<file path="src/hdl/mppp_pkg.sv">
// shared types and constants of the publish packet parser
`default_nettype none

package mppp_pkg;

   // longest remaining-length field, in bytes (1 to 4)
   localparam int unsigned MAX_LENGTH_BYTES = 4;

   localparam logic [6:0] LEN_GROUP_MASK = 7'h7f;
   localparam logic [7:0] LEN_CONT_BIT   = 8'h80;
   localparam logic [7:0] CHAR_S         = 8'h73;
   localparam logic [7:0] CHAR_P         = 8'h70;
   localparam logic [15:0] TOPIC_S_INDEX = 16'd3;
   localparam logic [15:0] TOPIC_P_INDEX = 16'd4;

   localparam logic [2:0] CLS_HEADER  = 3'd0;
   localparam logic [2:0] CLS_LENGTH  = 3'd1;
   localparam logic [2:0] CLS_TLEN    = 3'd2;
   localparam logic [2:0] CLS_TOPIC   = 3'd3;
   localparam logic [2:0] CLS_PAYLOAD = 3'd4;

   typedef enum logic [2:0] {
      PH_HEADER,
      PH_LENGTH,
      PH_TLEN_HI,
      PH_TLEN_LO,
      PH_TOPIC,
      PH_PAYLOAD
   } phase_type;

   typedef struct packed {
      logic [7:0] rx_byte;
      logic       frame_start;
   } req_type;

   typedef struct packed {
      logic [7:0]  out_byte;
      logic [2:0]  byte_class;
      logic [3:0]  packet_type;
      logic [27:0] remaining_length;
      logic [15:0] topic_length;
      logic [27:0] payload_length;
      logic        end_of_packet;
      logic        parse_error;
   } rsp_type;

endpackage

`default_nettype wire

</file>
<file path="src/hdl/mppp_parser.sv">
// per-byte parse state and result logic
`default_nettype none

module mppp_parser (
   input  wire logic            clock,
   input  wire logic            reset,
   input  wire logic            csr_wr_en,
   input  wire logic            csr_wr_data,
   input  wire logic            in_fire,
   input  wire mppp_pkg::req_type in_beat,
   output mppp_pkg::rsp_type    res
);

   mppp_pkg::phase_type phase_ff, phase_in;
   logic        rewrite_ff;
   logic [3:0]  type_ff, type_in;
   logic [27:0] accum_ff, accum_in;
   logic [1:0]  count_ff, count_in;
   logic [15:0] tlen_ff, tlen_in;
   logic [27:0] left_ff, left_in;
   logic [15:0] tidx_ff, tidx_in;
   logic [27:0] plen_ff, plen_in;

   logic [7:0]  b;
   logic        hdr;
   logic [27:0] grp;
   logic [2:0]  n_len;
   logic [27:0] left_dec;
   logic        last;
   logic [15:0] tl_full;
   logic [16:0] tl_plus2;
   logic [28:0] diff;
   logic [15:0] tidx_inc;

   always_comb begin
      b        = in_beat.rx_byte;
      n_len    = {1'b0, count_ff} + 3'd1;
      left_dec = left_ff - 28'd1;
      last     = (left_dec == 28'd0);
      tl_full  = {tlen_ff[15:8], b};
      tl_plus2 = {1'b0, tl_full} + 17'd2;
      diff     = {1'b0, accum_ff} - {12'd0, tl_plus2};
      tidx_inc = tidx_ff + 16'd1;
      unique case (count_ff)
         2'd0: grp = {21'd0, b[6:0] & mppp_pkg::LEN_GROUP_MASK};
         2'd1: grp = {14'd0, b[6:0] & mppp_pkg::LEN_GROUP_MASK, 7'd0};
         2'd2: grp = {7'd0, b[6:0] & mppp_pkg::LEN_GROUP_MASK, 14'd0};
         2'd3: grp = {b[6:0] & mppp_pkg::LEN_GROUP_MASK, 21'd0};
      endcase

      phase_in = phase_ff;
      type_in  = type_ff;
      accum_in = accum_ff;
      count_in = count_ff;
      tlen_in  = tlen_ff;
      left_in  = left_ff;
      tidx_in  = tidx_ff;
      plen_in  = plen_ff;
      hdr      = 1'b0;

      res.out_byte       = b;
      res.byte_class     = mppp_pkg::CLS_HEADER;
      res.topic_length   = 16'd0;
      res.payload_length = 28'd0;
      res.end_of_packet  = 1'b0;
      res.parse_error    = 1'b0;

      if (in_beat.frame_start) begin
         hdr = 1'b1;
      end else begin
         unique case (phase_ff)
            mppp_pkg::PH_LENGTH: begin
               res.byte_class = mppp_pkg::CLS_LENGTH;
               // groups never overlap, so or-ing equals adding
               accum_in = accum_ff | grp;
               count_in = n_len[1:0];
               if ((b & mppp_pkg::LEN_CONT_BIT) != 8'd0) begin
                  if (n_len >= 3'(mppp_pkg::MAX_LENGTH_BYTES)) begin
                     res.parse_error = 1'b1;
                     phase_in        = mppp_pkg::PH_HEADER;
                  end
               end else begin
                  left_in = accum_ff | grp;
                  if ((accum_ff | grp) == 28'd0) begin
                     res.end_of_packet = 1'b1;
                     phase_in          = mppp_pkg::PH_HEADER;
                  end else begin
                     phase_in = mppp_pkg::PH_TLEN_HI;
                  end
               end
            end
            mppp_pkg::PH_TLEN_HI: begin
               res.byte_class = mppp_pkg::CLS_TLEN;
               left_in        = left_dec;
               tlen_in        = {b, 8'd0};
               if (last) begin
                  res.parse_error   = 1'b1;
                  res.end_of_packet = 1'b1;
                  phase_in          = mppp_pkg::PH_HEADER;
               end else begin
                  phase_in = mppp_pkg::PH_TLEN_LO;
               end
            end
            mppp_pkg::PH_TLEN_LO: begin
               res.byte_class   = mppp_pkg::CLS_TLEN;
               res.topic_length = tl_full;
               left_in          = left_dec;
               tlen_in          = tl_full;
               if (diff[28]) begin
                  // topic does not fit in the remaining length
                  res.parse_error   = 1'b1;
                  res.end_of_packet = last;
                  phase_in          = mppp_pkg::PH_HEADER;
               end else begin
                  res.payload_length = diff[27:0];
                  plen_in            = diff[27:0];
                  tidx_in            = 16'd0;
                  if (last) begin
                     res.end_of_packet = 1'b1;
                     phase_in          = mppp_pkg::PH_HEADER;
                  end else if (tl_full == 16'd0) begin
                     phase_in = mppp_pkg::PH_PAYLOAD;
                  end else begin
                     phase_in = mppp_pkg::PH_TOPIC;
                  end
               end
            end
            mppp_pkg::PH_TOPIC: begin
               res.byte_class     = mppp_pkg::CLS_TOPIC;
               res.topic_length   = tlen_ff;
               res.payload_length = plen_ff;
               left_in            = left_dec;
               tidx_in            = tidx_inc;
               if (rewrite_ff) begin
                  if (tidx_ff == mppp_pkg::TOPIC_S_INDEX) begin
                     res.out_byte = mppp_pkg::CHAR_S;
                  end else if (tidx_ff == mppp_pkg::TOPIC_P_INDEX) begin
                     res.out_byte = mppp_pkg::CHAR_P;
                  end
               end
               if (last) begin
                  res.end_of_packet = 1'b1;
                  phase_in          = mppp_pkg::PH_HEADER;
               end else if (tidx_inc == tlen_ff) begin
                  phase_in = mppp_pkg::PH_PAYLOAD;
               end
            end
            mppp_pkg::PH_PAYLOAD: begin
               res.byte_class     = mppp_pkg::CLS_PAYLOAD;
               res.topic_length   = tlen_ff;
               res.payload_length = plen_ff;
               left_in            = left_dec;
               if (last) begin
                  res.end_of_packet = 1'b1;
                  phase_in          = mppp_pkg::PH_HEADER;
               end
            end
            default: hdr = 1'b1;
         endcase
      end

      // fixed header byte: start a fresh packet
      if (hdr) begin
         type_in  = b[7:4];
         accum_in = 28'd0;
         count_in = 2'd0;
         tlen_in  = 16'd0;
         left_in  = 28'd0;
         tidx_in  = 16'd0;
         phase_in = mppp_pkg::PH_LENGTH;
         res.byte_class     = mppp_pkg::CLS_HEADER;
         res.topic_length   = 16'd0;
         res.payload_length = 28'd0;
         res.end_of_packet  = 1'b0;
         res.parse_error    = 1'b0;
         res.out_byte       = b;
      end

      res.packet_type      = type_in;
      res.remaining_length = accum_in;
   end

   always_ff @(posedge clock) begin
      if (reset) begin
         phase_ff   <= mppp_pkg::PH_HEADER;
         rewrite_ff <= 1'b0;
         type_ff    <= 4'd0;
         accum_ff   <= 28'd0;
         count_ff   <= 2'd0;
         tlen_ff    <= 16'd0;
         left_ff    <= 28'd0;
         tidx_ff    <= 16'd0;
         plen_ff    <= 28'd0;
      end else begin
         if (csr_wr_en) begin
            rewrite_ff <= csr_wr_data;
         end
         if (in_fire) begin
            phase_ff <= phase_in;
            type_ff  <= type_in;
            accum_ff <= accum_in;
            count_ff <= count_in;
            tlen_ff  <= tlen_in;
            left_ff  <= left_in;
            tidx_ff  <= tidx_in;
            plen_ff  <= plen_in;
         end
      end
   end

endmodule

`default_nettype wire

</file>
<file path="src/hdl/mppp_obuf.sv">
// result register with skid stage
`default_nettype none

module mppp_obuf (
   input  wire logic             clock,
   input  wire logic             reset,
   input  wire logic             push,
   input  wire mppp_pkg::rsp_type push_data,
   output logic                  full,
   output logic                  rsp_valid,
   input  wire logic             rsp_stall,
   output mppp_pkg::rsp_type     rsp_payload
);

   logic              out_valid_ff;
   logic              skid_valid_ff;
   mppp_pkg::rsp_type out_data_ff;
   mppp_pkg::rsp_type skid_data_ff;
   logic              take;

   assign take        = out_valid_ff & ~rsp_stall;
   assign full        = skid_valid_ff;
   assign rsp_valid   = out_valid_ff;
   assign rsp_payload = out_data_ff;

   always_ff @(posedge clock) begin
      if (reset) begin
         out_valid_ff  <= 1'b0;
         skid_valid_ff <= 1'b0;
      end else if (skid_valid_ff) begin
         if (take) begin
            skid_valid_ff <= 1'b0;
         end
      end else if (push) begin
         if (out_valid_ff && !take) begin
            skid_valid_ff <= 1'b1;
         end else begin
            out_valid_ff <= 1'b1;
         end
      end else if (take) begin
         out_valid_ff <= 1'b0;
      end
   end

   always_ff @(posedge clock) begin
      if (skid_valid_ff) begin
         if (take) begin
            out_data_ff <= skid_data_ff;
         end
      end else if (push) begin
         if (out_valid_ff && !take) begin
            skid_data_ff <= push_data;
         end else begin
            out_data_ff <= push_data;
         end
      end
   end

endmodule

`default_nettype wire

</file>
<file path="src/hdl/mqtt_publish_packet_parser.sv">
// top level of the publish packet parser
//
//  channel | ports                                  | direction
//  --------+----------------------------------------+----------
//  req     | req_valid, req_stall, req_payload      | in
//  rsp     | rsp_valid, rsp_stall, rsp_payload      | out
//  csr     | csr_wr_en, csr_wr_data (rewrite mode)  | in
//
// one byte per cycle while req_stall is low: each accepted beat updates the
// parse state in the same edge, and its result beat is registered for rsp
// the result register plus a one-beat skid stage decouple the two sides, so
// req_stall only rises after the consumer has stalled with two beats held
// synchronous active-high reset returns the parser to the fixed-header phase
// and clears the rewrite mode; no result beat is shown after reset
`default_nettype none

module mqtt_publish_packet_parser (
   input  wire logic              clock,
   input  wire logic              reset,
   // byte input
   input  wire logic              req_valid,
   output logic                   req_stall,
   input  wire mppp_pkg::req_type req_payload,
   // result output
   output logic                   rsp_valid,
   input  wire logic              rsp_stall,
   output mppp_pkg::rsp_type      rsp_payload,
   // rewrite mode register
   input  wire logic              csr_wr_en,
   input  wire logic              csr_wr_data
);

   logic              req_fire;
   logic              buf_full;
   mppp_pkg::rsp_type step_res;

   // a beat is taken whenever the skid stage has room
   assign req_stall = buf_full;
   assign req_fire  = req_valid & ~buf_full;

   // parse state and per-byte decode
   mppp_parser u_parser (
      .clock       (clock),
      .reset       (reset),
      .csr_wr_en   (csr_wr_en),
      .csr_wr_data (csr_wr_data),
      .in_fire     (req_fire),
      .in_beat     (req_payload),
      .res         (step_res)
   );

   // result register and skid stage
   mppp_obuf u_obuf (
      .clock       (clock),
      .reset       (reset),
      .push        (req_fire),
      .push_data   (step_res),
      .full        (buf_full),
      .rsp_valid   (rsp_valid),
      .rsp_stall   (rsp_stall),
      .rsp_payload (rsp_payload)
   );

endmodule

`default_nettype wire

</file>
<file path="config.mk">
export PLATFORM = sky130hd
export DESIGN_NAME = mqtt_publish_packet_parser
export DESIGN_NICKNAME = d
export VERILOG_FILES = /design/src/hdl/mppp_pkg.sv /design/src/hdl/mppp_parser.sv /design/src/hdl/mppp_obuf.sv /design/src/hdl/mqtt_publish_packet_parser.sv
export SDC_FILE = /design/constraint.sdc
export NUM_CORES = 1
export LEC_CHECK = 0
export ABC_AREA = 0
export BUFFER_PORTS_ARGS = -buffer_cell sky130_fd_sc_hd__buf_4
export CAP_MARGIN = 40
export CORE_ASPECT_RATIO = 1.2
export CORE_MARGIN = 2
export CORE_UTILIZATION = 55
export DETAILED_ROUTE_END_ITERATION = 6
export PLACE_DENSITY_LB_ADDON = 0.1
export SYNTH_ARGS = -nofsm -noshare
export SYNTH_HDL_FRONTEND = slang
export SYNTH_SLANG_ARGS = --single-unit
</file>
<file path="constraint.sdc">
create_clock -name clock -period 7.1 [get_ports clock]
set_clock_uncertainty 0.15 [all_clocks]
set_input_delay 1.42 -clock clock [delete_from_list [all_inputs] [get_ports clock]]
set_output_delay 1.42 -clock clock [all_outputs]
set_load 0.1 [all_outputs]
</file>
# Yosys cells after proc, flatten, opt, wreduce, memory -nomap -nowiden
# Index checks and enable logic that the tools add are counted.
word_totals:
  register_bits: 306
  output_inout_bits: 91
  wordCells: 156
op_classes:
  n_reduce_logical: 28
  magnitude_cmp: 1
  bitwise: 7
  eq_ne: 21
  n_mux: 66
  n_addsub: 5
op_table:
  columns: ["cell", "count"]
  rows:
  - ["2-to-1 mux 89 bit", 4]
  - ["2-to-1 mux 28 bit", 7]
  - ["case mux 28 bit (4 select lines)", 1]
  - ["2-to-1 mux 46 bit", 2]
  - ["case mux 44 bit (2 select lines)", 1]
  - ["2-to-1 mux 16 bit", 5]
  - ["case mux 16 bit (2 select lines)", 2]
  - ["zero test 28 bit", 2]
  - ["case mux 28 bit (2 select lines)", 1]
  - ["2-to-1 mux 8 bit", 4]
  - ["subtractor 28 x 17 -> 29 bit", 1]
  - ["OR 28 bit", 1]
  - ["subtractor 28 x 1 -> 28 bit (second input constant)", 1]
  - ["2-to-1 mux 3 bit", 9]
  - ["2-to-1 mux 11 bit", 2]
  - ["adder 16 x 2 -> 17 bit (second input constant)", 1]
  - ["2-to-1 mux 1 bit", 17]
  - ["adder 16 x 1 -> 16 bit (second input constant)", 1]
  - ["equality test 16 bit", 1]
  - ["equality test 16 x 2 -> 1 bit (second input constant)", 1]
  - ["equality test 16 x 3 -> 1 bit (second input constant)", 1]
  - ["zero test 16 bit", 1]
  - ["AND reduction 4 bit", 4]
  - ["case mux 3 bit (5 select lines)", 1]
  - ["31 further kinds", 57]

# Logic depth before layout (Yosys ltp)
depth:
  word_depth: 12
  mapped_depth: 15

# Cells and area by module
# From an unflattened synthesis, not the netlist that was laid out.
unflattened:
  hier_cells: 1576
  area_unflattened_um2: 15911.5
modules_own_cells:
  columns: ["module", "n_inst", "cells_each", "area_per_inst_um2"]
  rows:
  - ["mppp_parser", 1, 1286, 9359.0]
  - ["mppp_obuf", 1, 289, 6538.8]
  - ["mqtt_publish_packet_parser", 1, 1, 13.8]

# Worst setup path after synthesis
# Ideal clock, no wire load.
synth_timing:
  path_type: "input port to flip-flop"
  from: "in req_valid"
  to: "reg u_obuf.out_data_ff (netlist bit u_obuf.rsp_payload[0]) (enable)"
  path_stages: 5
  n_path_buf: 2
  setup_ps: 566
  t_arrival_ps: 6674
  path_slack_ps: -290
  cell_sequence: "nor2b_1 -> clkbuf_1 -> buf_1 -> a21oi_1 -> a21oi_1"
synth_via:
  elab_chain_len: 3
synth_lines:
  columns: ["item", "line", "text"]
  rows:
  - ["start, declared", "mqtt_publish_packet_parser.sv:21", "input wire logic req_valid,"]
  - ["bitwise AND 1 bit", "mqtt_publish_packet_parser.sv:39", "assign req_fire = req_valid & ~buf_full;"]
  - ["nonzero test 2 bit (no line)", null, null]
  - ["AND reduction 3 bit (no line)", null, null]
  - ["end signal, assigned", "mppp_obuf.sv:48", "out_data_ff <= skid_data_ff;"]
  - ["end signal, assigned", "mppp_obuf.sv:54", "out_data_ff <= push_data;"]
  - ["end, declared", "mppp_obuf.sv:17", "mppp_pkg::rsp_type out_data_ff;"]
# Every way passes these cells.
# A chain may end at the register's enable or synchronous reset.

==> flow_summary.toml <==
[critical_path]
critPathLaunchType = "primary input"
cpMaxStageDelayCell = "a211oi_1"
path_cells = "buf_4, ha_1, inv_1, ha_1, a21oi_1, o211ai_1, a211oi_1, o22ai_1, buf_4, nand2_1, o21ai_1, mux2_2"
required_ns = 7.27
reg2reg_setup_slack_ns = 2.92
crit_buf_inv = 3
cp.arrival_ns = 4.90
path_max_fanout = 19
rr_worst_depth = 12
slowest_delay_ns = 0.63
critPathTopFamily = "compound AO/OA/AOI/OAI gates"
worstSetupPathType = "in2reg"
reg2reg_to = "u_obuf.rsp_payload[18]$_DFFE_PP_"
cp-end-kind = "register"
r2r_start = "u_parser.accum_ff[2]$_SDFFE_PP0P_"

[floorplan]
std_cell_rows = 68
dieArea_sq_um = 30100
io_pins = 106
dieWidth_um = 159
fp.coreArea_sq_um = 28500
die_h_um = 190
start_util_pct = 55.5

[detailed_routing]
drc = 0
wl_per_cell_um = 20.8
routed_via_density = 6.18
drtIter0Drc = 1230
detail-route-antenna-nets = 0
totalWireLength_um = 43300
vias = 12800
drtPass1Iterations = 6

[worst_hold_path]
worstHoldPathType = "reg2reg"
hold_end = "u_parser.count_ff[1]$_SDFFE_PP0P_"
holdPathStages = 2
worstHoldStart = "u_parser.count_ff[1]$_SDFFE_PP0P_"

[layout]
drive_gt1_share_pct = 15.5
syn2layout_area_growth_pct = 13.2
n_fill_cell = 2417
utilization_pct = 62.8
final_nets = 1725
fin_cells = 2079
final_cell_area_sq_um = 17900
final_cell_mix = "178 x edfxtp_1, 165 x nor2_1, 149 x nand2_1, 135 x a21oi_1, 127 x dfxtp_1"
insertedDiodeCount = 0
final_common_cell = "edfxtp_1"

[global_route]
grt_first_pass_wirelength_um = 67500
overflow = 0
track_usage_pct = 28.1
grt_max_degree = 76
grt_pass1_vias = 11900
antenna_found_initial = 1

[cts]
clockRootBuffer = "clkbuf_16"
cts_resized = 0
clk_latency_ns = 0.57
clk_pin_slew_worst_paths_ns = 0.06
clock_sinks = 306
cts_made_buffers = 31
cts_tree = "built"
clockBufferDepth = 3
cts_max_level = 1
postCtsHoldBufs = 0
postCtsSetupBuffers = 0

[timing]
post-route-period-util_pct = 66.5
fin_crit_ns = 4.72
worst_pin_slew_ns = 0.875
setup_viol = 0
max-slew-margin-rel_pct = 41.7
hold_viol_final = 0
holdWs_ns = 0.346
rsz0062_at_grt = "no"
fmax_mhz = 212
finalSetupTns_ns = 0
drv_slew = 0
postLayoutSetupSlackWorst_ns = 2.38

[synth]
yosysWarningCount = 0
syn_nets = 1682
synth-seq-cells = 306
ys_top_cells_by_area = "edfxtp_1 34%, dfxtp_1 16%, a21oi_1 4.3%, nor2_1 3.9%, mux2_2 3.7%"
synth.lib_cells_used.distinct = 76
yosys.area.top_type = "edfxtp_1"
synth.avg_cell_area_sq_um = 9.72
synthCells = 1626
synth_flop_cell = "edfxtp_1"
synth-seq-area-share_pct = 50.0
synthArstFlopShare_pct = 0
synth_edf_count = 178
netlist_area_sq_um = 15800
synth_top_area_share_pct = 33.8

[placement]
dp_hpwl_um = 29500
gp_congestion = 0.903
pre_cts_ws_ns = 1.85
numPortBuffers = 105
dp_cells = 2021
place_area_sq_um = 16900

[power_and_ir_drop]
powerDensity_nw_per_um2 = 241
power_mw = 4.32
ir_drop_mv = 0.194
p_leak_nw = 6.54

[job]
drv_cap = 0

[run_status]
status = "finished clean"
[per-layer routing]
metal	track usage, %	share of wire (%)	vias up
li1	-	-	6003
met4	10.8	3.6	0
met2	46.7	48	553
met5	0	0	-
met3	3.71	6.8	94
met1	37.8	42	6192
[sequential cells by signal (all words and copies together) (netlist names)]
name,flops
u_parser.type_ff,4
u_obuf.rsp_valid,1
u_parser.left_ff,28
u_parser.phase_ff,3
u_parser.tidx_ff,16
u_parser.tlen_ff,16
u_parser.accum_ff,28
u_obuf.skid_data_ff,89
u_obuf.rsp_payload,89
u_parser.count_ff,2
u_parser.plen_ff,28
u_parser.rewrite_ff,1
u_obuf.full,1
[cell type report]
| class | count | area, sq um | share of cell area [%] |
|---|---|---|---|
| flip-flops and latches | 306 | 7910 | 44.2 |
| multi-input cells | 1125 | 7150 | 40.0 |
| repair buffers | 134 | 1090 | 6.09 |
| clock buffers | 39 | 846 | 4.73 |
| well taps | 385 | 482 | 2.69 |
| inverters | 71 | 267 | 1.49 |
| clock inverters | 19 | 146 | 0.818 |
[power breakdown]
group          switching, mW  internal (mW)
Clock                  0.697          0.883
Combinational          0.581          0.184
Sequential            0.0300           1.94
[worst max-delay path by stage]
stage | startpoint | end | slack [ns] | depth (start not counted)
floorplan | req_valid | u_obuf.rsp_payload[0]$_DFFE_PP_ | 1.70 | 5
global placement | req_payload[3] | u_parser.tidx_ff[1]$_SDFFE_PP0P_ | 1.77 | 13
detailed placement | req_payload[3] | u_obuf.rsp_payload[20]$_DFFE_PP_ | 1.85 | 12
CTS | req_payload[3] | u_obuf.rsp_payload[18]$_DFFE_PP_ | 2.43 | 12
global route | req_payload[3] | u_obuf.rsp_payload[18]$_DFFE_PP_ | 2.13 | 12
finish | req_payload[3] | u_obuf.rsp_payload[18]$_DFFE_PP_ | 2.38 | 12
[cell families after synthesis]
kind of cell	after synthesis	share of synthesized area, %
buffers and inverters	195	4.99
multiplexers	67	4.65
flip-flops	306	50.0
adder cells (fa/ha/maj)	41	3.29
AO/OA/AOI/OAI	406	16.4
XOR/XNOR	61	3.43
AND/OR/NAND/NOR	550	17.2
[synthesized netlist by cell type (5+ instances only)]
cell type  instances
a31oi_1           10
a21oi_1          136
dfxtp_1          128
a22oi_1           39
a21boi_0           5
and3_1            15
inv_1             71
a22o_1            17
or2_2              6
nor2_1           165
and2_1            19
nand4_1           22
clkbuf_1         103
nand2b_1          15
mux2_2            52
xnor2_1           40
or3_1             13
a311oi_1           8
edfxtp_1         178
ha_1              40
o21ai_0           59
o22ai_1            8
xor2_1            20
buf_1             12
a21o_1             6
a2111oi_0         13
o21ai_1            9
nor2b_1           15
nor4b_1            5
o211ai_1           7
a211oi_1          32
nand3b_1           5
nand3_1           26
nand2_1          149
o31ai_1           35
nor4_1            20
mux2i_1           15
or4_1             10
nor3_1            37
[worst min-delay path: stages (launching register included)]
cell	delay, ns
dfxtp_1	0.34
nand2_1	0.06
a21oi_1	0.05
Note: power is estimated with default switching activity, not from simulation.
